[config.mk]
export PLATFORM = sky130hd
export DESIGN_NAME = two_class_fifo_oldest_first_unit
export DESIGN_NICKNAME = d
export VERILOG_FILES = /design/src/rtl/core/tcfifo_pkg.sv /design/src/rtl/core/tcfifo_ram.sv /design/src/rtl/core/two_class_fifo_oldest_first_unit.sv
export SDC_FILE = /design/constraint.sdc
export NUM_CORES = 2
export LEC_CHECK = 0
export ABC_AREA = 1
export CORE_ASPECT_RATIO = 0.75
export CORE_UTILIZATION = 50
export CTS_BUF_LIST = sky130_fd_sc_hd__clkbuf_8 sky130_fd_sc_hd__clkbuf_16
export DETAILED_ROUTE_END_ITERATION = 8
export DONT_BUFFER_PORTS = 1
export HOLD_SLACK_MARGIN = 0.03
export MAX_ROUTING_LAYER = met4
export SKIP_CTS_REPAIR_TIMING = 1
export SLEW_MARGIN = 40
export SYNTH_ARGS = -nofsm -noshare
export SYNTH_HDL_FRONTEND = slang
export SYNTH_SLANG_ARGS = --single-unit
[constraint.sdc]
create_clock -name clk -period 16.05 [get_ports clk]
set_input_delay 1.605 -clock clk [delete_from_list [all_inputs] [get_ports clk]]
set_output_delay 1.605 -clock clk [all_outputs]
set_load 0.02 [all_outputs]
[src/rtl/core/tcfifo_pkg.sv]
// ----------------------------------------------------------------------------
// tcfifo_pkg
// shared types and constants of the two-class oldest-first queue unit
// ----------------------------------------------------------------------------
package tcfifo_pkg;

  localparam int QUEUE_DEPTH_DEF = 16;

  localparam int ID_W        = 16;
  localparam int STAMP_W     = 32;
  localparam int ENTRY_W     = ID_W + STAMP_W;
  localparam int IN_TDATA_W  = 24;
  localparam int OUT_TDATA_W = 56;

  typedef enum logic [1:0] {
    OP_ENQ  = 2'd0,
    OP_DEQ0 = 2'd1,
    OP_DEQ1 = 2'd2,
    OP_ANY  = 2'd3
  } op_t;

  typedef enum logic [1:0] {
    ST_OK    = 2'd0,
    ST_EMPTY = 2'd1,
    ST_FULL  = 2'd2
  } status_t;

endpackage

[src/rtl/core/tcfifo_ram.sv]
// ----------------------------------------------------------------------------
// tcfifo_ram
// simple dual-port ram, one write port and one read port with registered data
// ----------------------------------------------------------------------------
module tcfifo_ram #(
  parameter int WIDTH = 8,
  parameter int DEPTH = 16
) (
  input  logic                     clk,
  input  logic                     we,
  input  logic [$clog2(DEPTH)-1:0] waddr,
  input  logic [WIDTH-1:0]         wdata,
  input  logic                     re,
  input  logic [$clog2(DEPTH)-1:0] raddr,
  output logic [WIDTH-1:0]         rdata
);

  logic [WIDTH-1:0] mem [DEPTH];

  always_ff @(posedge clk) begin
    if (we) begin
      mem[waddr] <= wdata;
    end
    if (re) begin
      rdata <= mem[raddr];
    end
  end

endmodule

[src/rtl/core/two_class_fifo_oldest_first_unit.sv]
// ----------------------------------------------------------------------------
// two_class_fifo_oldest_first_unit
// enqueue: status registered on acceptance; dequeue: head read from the class ram, then
// decided in S_READ; throughput: one enqueue per cycle, no new request during a dequeue
// a new request is taken only in S_IDLE while the output register is empty or being drained
// reset: synchronous active-low rst_n clears heads, counts, stamp counter and output
// valid; ram contents are left as they are
// ----------------------------------------------------------------------------
module two_class_fifo_oldest_first_unit #(
  parameter int QUEUE_DEPTH = tcfifo_pkg::QUEUE_DEPTH_DEF
) (
  input  logic                               clk,
  input  logic                               rst_n,
  input  logic                               in_tvalid,
  output logic                               in_tready,
  // op[1:0], item_id[17:2], zero fill
  input  logic [tcfifo_pkg::IN_TDATA_W-1:0]  in_tdata,
  // item_class[0]
  input  logic                               in_tuser,
  output logic                               out_tvalid,
  input  logic                               out_tready,
  // status[1:0], out_entry[2], out_id[18:3], out_stamp[50:19], zero fill
  output logic [tcfifo_pkg::OUT_TDATA_W-1:0] out_tdata,
  // out_class[0]
  output logic                               out_tuser
);

  localparam int IDX_W = $clog2(QUEUE_DEPTH);
  localparam int CNT_W = $clog2(QUEUE_DEPTH + 1);
  localparam int ID_W  = tcfifo_pkg::ID_W;
  localparam int SW    = tcfifo_pkg::STAMP_W;
  localparam int EW    = tcfifo_pkg::ENTRY_W;
  localparam logic [CNT_W-1:0] DEPTH_C = CNT_W'(QUEUE_DEPTH);
  localparam logic [IDX_W-1:0] LAST_C  = IDX_W'(QUEUE_DEPTH - 1);

  typedef enum logic {
    S_IDLE,
    S_READ
  } state_t;

  state_t                state_r, state_nxt;
  tcfifo_pkg::op_t       op_r, op_nxt;
  logic [IDX_W-1:0]      head0_r, head0_nxt, head1_r, head1_nxt;
  logic [CNT_W-1:0]      cnt0_r, cnt0_nxt, cnt1_r, cnt1_nxt;
  logic [SW-1:0]         stamp_r, stamp_nxt;

  logic                  out_vld_r, out_vld_nxt;
  tcfifo_pkg::status_t   out_status_r, out_status_nxt;
  logic                  out_ent_r, out_ent_nxt;
  logic                  out_cls_r, out_cls_nxt;
  logic [ID_W-1:0]       out_id_r, out_id_nxt;
  logic [SW-1:0]         out_stamp_r, out_stamp_nxt;

  logic                  accept, out_free;
  tcfifo_pkg::op_t       in_op;
  logic [ID_W-1:0]       in_id;

  logic                  we0, we1, re;
  logic [IDX_W-1:0]      tail0, tail1;
  logic [EW-1:0]         wdata, rdata0, rdata1;
  logic [SW-1:0]         diff;
  logic                  take0, take1;

  function automatic logic [IDX_W-1:0] ring_add(input logic [IDX_W-1:0] base,
                                                input logic [CNT_W-1:0] off);
    logic [CNT_W:0] sum;
    sum = {{(CNT_W + 1 - IDX_W){1'b0}}, base} + {1'b0, off};
    if (sum >= (CNT_W + 1)'(QUEUE_DEPTH)) begin
      sum = sum - (CNT_W + 1)'(QUEUE_DEPTH);
    end
    return sum[IDX_W-1:0];
  endfunction

  function automatic logic [IDX_W-1:0] ring_inc(input logic [IDX_W-1:0] idx);
    return (idx == LAST_C) ? '0 : idx + IDX_W'(1);
  endfunction

  assign in_op    = tcfifo_pkg::op_t'(in_tdata[1:0]);
  assign in_id    = in_tdata[ID_W+1:2];
  assign out_free = !out_vld_r || out_tready;
  assign in_tready = (state_r == S_IDLE) && out_free;
  assign accept   = in_tvalid && in_tready;

  assign tail0 = ring_add(head0_r, cnt0_r);
  assign tail1 = ring_add(head1_r, cnt1_r);
  assign wdata = {stamp_r, in_id};
  assign we0   = accept && (in_op == tcfifo_pkg::OP_ENQ) && !in_tuser && (cnt0_r != DEPTH_C);
  assign we1   = accept && (in_op == tcfifo_pkg::OP_ENQ) && in_tuser && (cnt1_r != DEPTH_C);
  assign re    = accept && (in_op != tcfifo_pkg::OP_ENQ);

  tcfifo_ram #(.WIDTH(EW), .DEPTH(QUEUE_DEPTH)) u_ram0 (
    .clk   (clk),
    .we    (we0),
    .waddr (tail0),
    .wdata (wdata),
    .re    (re),
    .raddr (head0_r),
    .rdata (rdata0)
  );

  tcfifo_ram #(.WIDTH(EW), .DEPTH(QUEUE_DEPTH)) u_ram1 (
    .clk   (clk),
    .we    (we1),
    .waddr (tail1),
    .wdata (wdata),
    .re    (re),
    .raddr (head1_r),
    .rdata (rdata1)
  );

  // head stamp difference, class 0 minus class 1, modulo 2^32
  assign diff = rdata0[EW-1:ID_W] - rdata1[EW-1:ID_W];

  always_comb begin
    take0 = 1'b0;
    take1 = 1'b0;
    case (op_r)
      tcfifo_pkg::OP_DEQ0: begin
        take0 = (cnt0_r != '0);
      end
      tcfifo_pkg::OP_DEQ1: begin
        take1 = (cnt1_r != '0);
      end
      default: begin
        if (cnt0_r == '0) begin
          take1 = (cnt1_r != '0);
        end else if (cnt1_r == '0) begin
          take0 = 1'b1;
        end else begin
          take0 = diff[SW-1];
          take1 = !diff[SW-1];
        end
      end
    endcase
  end

  always_comb begin
    state_nxt      = state_r;
    op_nxt         = op_r;
    head0_nxt      = head0_r;
    head1_nxt      = head1_r;
    cnt0_nxt       = cnt0_r;
    cnt1_nxt       = cnt1_r;
    stamp_nxt      = stamp_r;
    out_vld_nxt    = out_vld_r && !out_tready;
    out_status_nxt = out_status_r;
    out_ent_nxt    = out_ent_r;
    out_cls_nxt    = out_cls_r;
    out_id_nxt     = out_id_r;
    out_stamp_nxt  = out_stamp_r;
    case (state_r)
      S_IDLE: begin
        if (accept) begin
          if (in_op == tcfifo_pkg::OP_ENQ) begin
            out_vld_nxt   = 1'b1;
            out_ent_nxt   = 1'b0;
            out_cls_nxt   = 1'b0;
            out_id_nxt    = '0;
            out_stamp_nxt = '0;
            if (we0 || we1) begin
              out_status_nxt = tcfifo_pkg::ST_OK;
              stamp_nxt      = stamp_r + SW'(1);
            end else begin
              out_status_nxt = tcfifo_pkg::ST_FULL;
            end
            if (we0) begin
              cnt0_nxt = cnt0_r + CNT_W'(1);
            end
            if (we1) begin
              cnt1_nxt = cnt1_r + CNT_W'(1);
            end
          end else begin
            op_nxt    = in_op;
            state_nxt = S_READ;
          end
        end
      end
      S_READ: begin
        if (out_free) begin
          out_vld_nxt = 1'b1;
          state_nxt   = S_IDLE;
          if (take0) begin
            out_status_nxt = tcfifo_pkg::ST_OK;
            out_ent_nxt    = 1'b1;
            out_cls_nxt    = 1'b0;
            out_id_nxt     = rdata0[ID_W-1:0];
            out_stamp_nxt  = rdata0[EW-1:ID_W];
            head0_nxt      = ring_inc(head0_r);
            cnt0_nxt       = cnt0_r - CNT_W'(1);
          end else if (take1) begin
            out_status_nxt = tcfifo_pkg::ST_OK;
            out_ent_nxt    = 1'b1;
            out_cls_nxt    = 1'b1;
            out_id_nxt     = rdata1[ID_W-1:0];
            out_stamp_nxt  = rdata1[EW-1:ID_W];
            head1_nxt      = ring_inc(head1_r);
            cnt1_nxt       = cnt1_r - CNT_W'(1);
          end else begin
            out_status_nxt = tcfifo_pkg::ST_EMPTY;
            out_ent_nxt    = 1'b0;
            out_cls_nxt    = 1'b0;
            out_id_nxt     = '0;
            out_stamp_nxt  = '0;
          end
        end
      end
      default: begin
        state_nxt = S_IDLE;
      end
    endcase
  end

  always_ff @(posedge clk) begin
    if (!rst_n) begin
      state_r   <= S_IDLE;
      head0_r   <= '0;
      head1_r   <= '0;
      cnt0_r    <= '0;
      cnt1_r    <= '0;
      stamp_r   <= '0;
      out_vld_r <= 1'b0;
    end else begin
      state_r   <= state_nxt;
      head0_r   <= head0_nxt;
      head1_r   <= head1_nxt;
      cnt0_r    <= cnt0_nxt;
      cnt1_r    <= cnt1_nxt;
      stamp_r   <= stamp_nxt;
      out_vld_r <= out_vld_nxt;
    end
    op_r         <= op_nxt;
    out_status_r <= out_status_nxt;
    out_ent_r    <= out_ent_nxt;
    out_cls_r    <= out_cls_nxt;
    out_id_r     <= out_id_nxt;
    out_stamp_r  <= out_stamp_nxt;
  end

  assign out_tvalid = out_vld_r;
  assign out_tuser  = out_cls_r;
  assign out_tdata  = {{(tcfifo_pkg::OUT_TDATA_W - 3 - ID_W - SW){1'b0}},
                       out_stamp_r, out_id_r, out_ent_r, out_status_r};

endmodule

==> metrics.txt <==
final worst-path cycle share 0.275; final hold viol count 0; most frequent cells in the layout 1686 x edfxtp_1, 849 x nor2_1, 588 x o21ai_0; IO Count just under 90; final setup violation count 0; CTS tree built; # rows 117; top cell type's share of synthesized area 0.738; DP Wirelength between 90000 and 100000 um; post-synthesis sequential area ratio 0.753; run status completed; skew final 0.0253 ns; worst r2r path cells 14; Final Util 0.558; commonest non-fill, non-tap cell in the layout edfxtp_1; Worst Hold Class register to register; synth unique cells 52; drt drc 0; Worst R2R Start u_ram0.rdata[46]; Routed wire per std cell 26.3 um; input/output buffers 0; syn avg cell area 13.7 um2; CP Class register to register; gr ovfl total 0; TNS Setup 0 ns; CP required 16.63 ns; data arrival time of the worst path 4.99 ns; flops & latches, synth 1738; RSZ-0062 raised after global routing no; Inst Count DP 6573; total of max-cap violations 0; routed wire length 180000 um; Startpoint Class register; share of cells above drive strength 1 0.0872; Routability Congestion between 0.8 and 0.9; TritonCTS Buffers 161; nets@finish between 5000 and 6000; Synth Cell Area 0.0686 mm2; Critical Path Source u_ram0.rdata[46]; Leak roughly 24 nW; worst hold start cnt1_r[4]; die area about 0.14 mm2; first-pass GRT wire length 262000 um; Rel. slew slack 0.386; Post-synth EDFFs 1686; top_reg_cell synth edfxtp_1; vias per cell 6.05; Mapped Cells 5013; TritonRoute pass-1 iters 7; Clock Latency Late Sink 0.79 ns; Max clock buf depth 3; initial antenna violation count 6; max-slew violations 0; async set-or-reset flop fraction in the synthesized netlist 0; Antenna Nets Post-Route 0; largest net degree at the start of global routing about 150; Core Area 0.136 mm2; Root Buffer clkbuf_16; Syn. warnings 0; Fmax achieved 0.227 GHz; Min-Delay Path Depth 2; Worst Max-Slew Pin Slew 0.921 ns; Final min period between 4 and 5 ns; H-tree levels 4; Initial DRC Count 4973; initial core utilization 0.505; GRT Overall Usage 0.268; vias in the first global route 38735; clk sinks approximately 1700; Clock transition at path regs 0.06 ns; chip width 430 um; post-route insts no fill 6856; largest cells by area after synthesis edfxtp_1 74%, nor2_1 4.8%, o21ai_0 4.3%; Max FO, Critical Path 25; Vias roughly 41000; largest area contributor in the netlist edfxtp_1; worst vdd ir between 0.09 and 0.1 mV; Die Y 323 um; Synth-to-Final Area Change 10.6%; endpoint type of the worst setup path register; P per Cell Area 118 mW/mm2
## per-stage QoR
step | hold WS (ns) | instance area (um2) | setup WS, ns | total power (W)
CTS | 0.511 | 75800 | 11.79 | 0.00899
finish | 0.517 | 75800 | 11.64 | 0.00893
global route | 0.532 | 75800 | 11.52 | 0.00918
detailed placement | 0.501 | 70700 | 11.28 | 0.00531
floorplan | 0.474 | 68600 | 9.51 | 0.00524
global placement | 0.495 | 70400 | 11.22 | 0.00530
## report_power, final
part | switching, W | internal (W)
Sequential | 0.0000322 | 0.00497
Clock | 0.00163 | 0.00210
Combinational | 0.000150 | 0.0000595
## critical path, stage by stage (launching register included)
cell and delay [ns]:
edfxtp_1 0.42, ha_1 0.32, nand2_1 0.11, nor2_2 0.13, and2_4 0.15, nand2_1 0.05, nor2_1 0.47, nand2_1 0.18
nand2_1 0.09, nand2_1 0.19, nand3_2 0.16, nand3_2 0.31, inv_2 0.68, buf_4 0.53, a22o_1 0.39
## Yosys cell counts, types with 36 or more instances
library cell	count
o211ai_1	36
clkbuf_1	237
edfxtp_1	1686
nand3_1	188
buf_2	41
o21ai_0	589
mux2i_1	77
o22ai_1	113
nand2_1	410
o32ai_1	115
dfxtp_1	52
ha_1	47
a21oi_1	63
nor2_1	884
o221ai_1	156
inv_1	108
## cell families after synthesis
family | count (synthesis) | share of synthesized area
compound gates | 1131 | 0.104
xor+xnor | 35 | 0.00447
fa+ha+maj | 51 | 0.00974
buf+inv | 439 | 0.0265
flops | 1738 | 0.753
mux | 77 | 0.0112
other cells | 1 | 0.0000547
simple gates | 1541 | 0.0909
## flip-flops by register name (all words and copies together), names as in the netlist
| register | count |
|---|---|
| cnt1_r | 5 |
| stamp_r | 32 |
| head0_r | 4 |
| u_ram0.mem | 768 |
| u_ram1.rdata | 48 |
| out_status_r | 2 |
| op_r | 2 |
| out_id_r | 16 |
| head1_r | 4 |
| out_stamp_r | 32 |
| u_ram0.rdata | 48 |
| out_ent_r | 1 |
| cnt0_r | 5 |
| out_tuser | 1 |
| state_r | 1 |
| u_ram1.mem | 768 |
| out_tvalid | 1 |
## layout make-up
cell class	count	area, um2
Fill cell	10853	60000
Sequential cell	1738	51700
Multi-Input combinational cell	2840	15400
Clock buffer	176	4330
Tap cell	1785	2230
Timing Repair Buffer	97	993
Clock inverter	104	728
Inverter	115	458
Antenna cell	1	2.50
## layer usage
metal	vias up	global-route usage	wire, um
met5	-	-	0
met4	0	0.0875	5240
met3	288	0.0447	14600
met2	1705	0.389	79900
met1	20838	0.385	80200
li1	18637	-	-
## worst paths after layout
path	endpoint	slack (ns)
worst max-delay path	out_id_r[12]	11.64
worst min-delay path	cnt1_r[4]	0.52
worst max register to register	out_id_r[12]	11.64
worst min register to register	cnt1_r[4]	0.52
No activity file was read; power rests on OpenSTA's default activity.
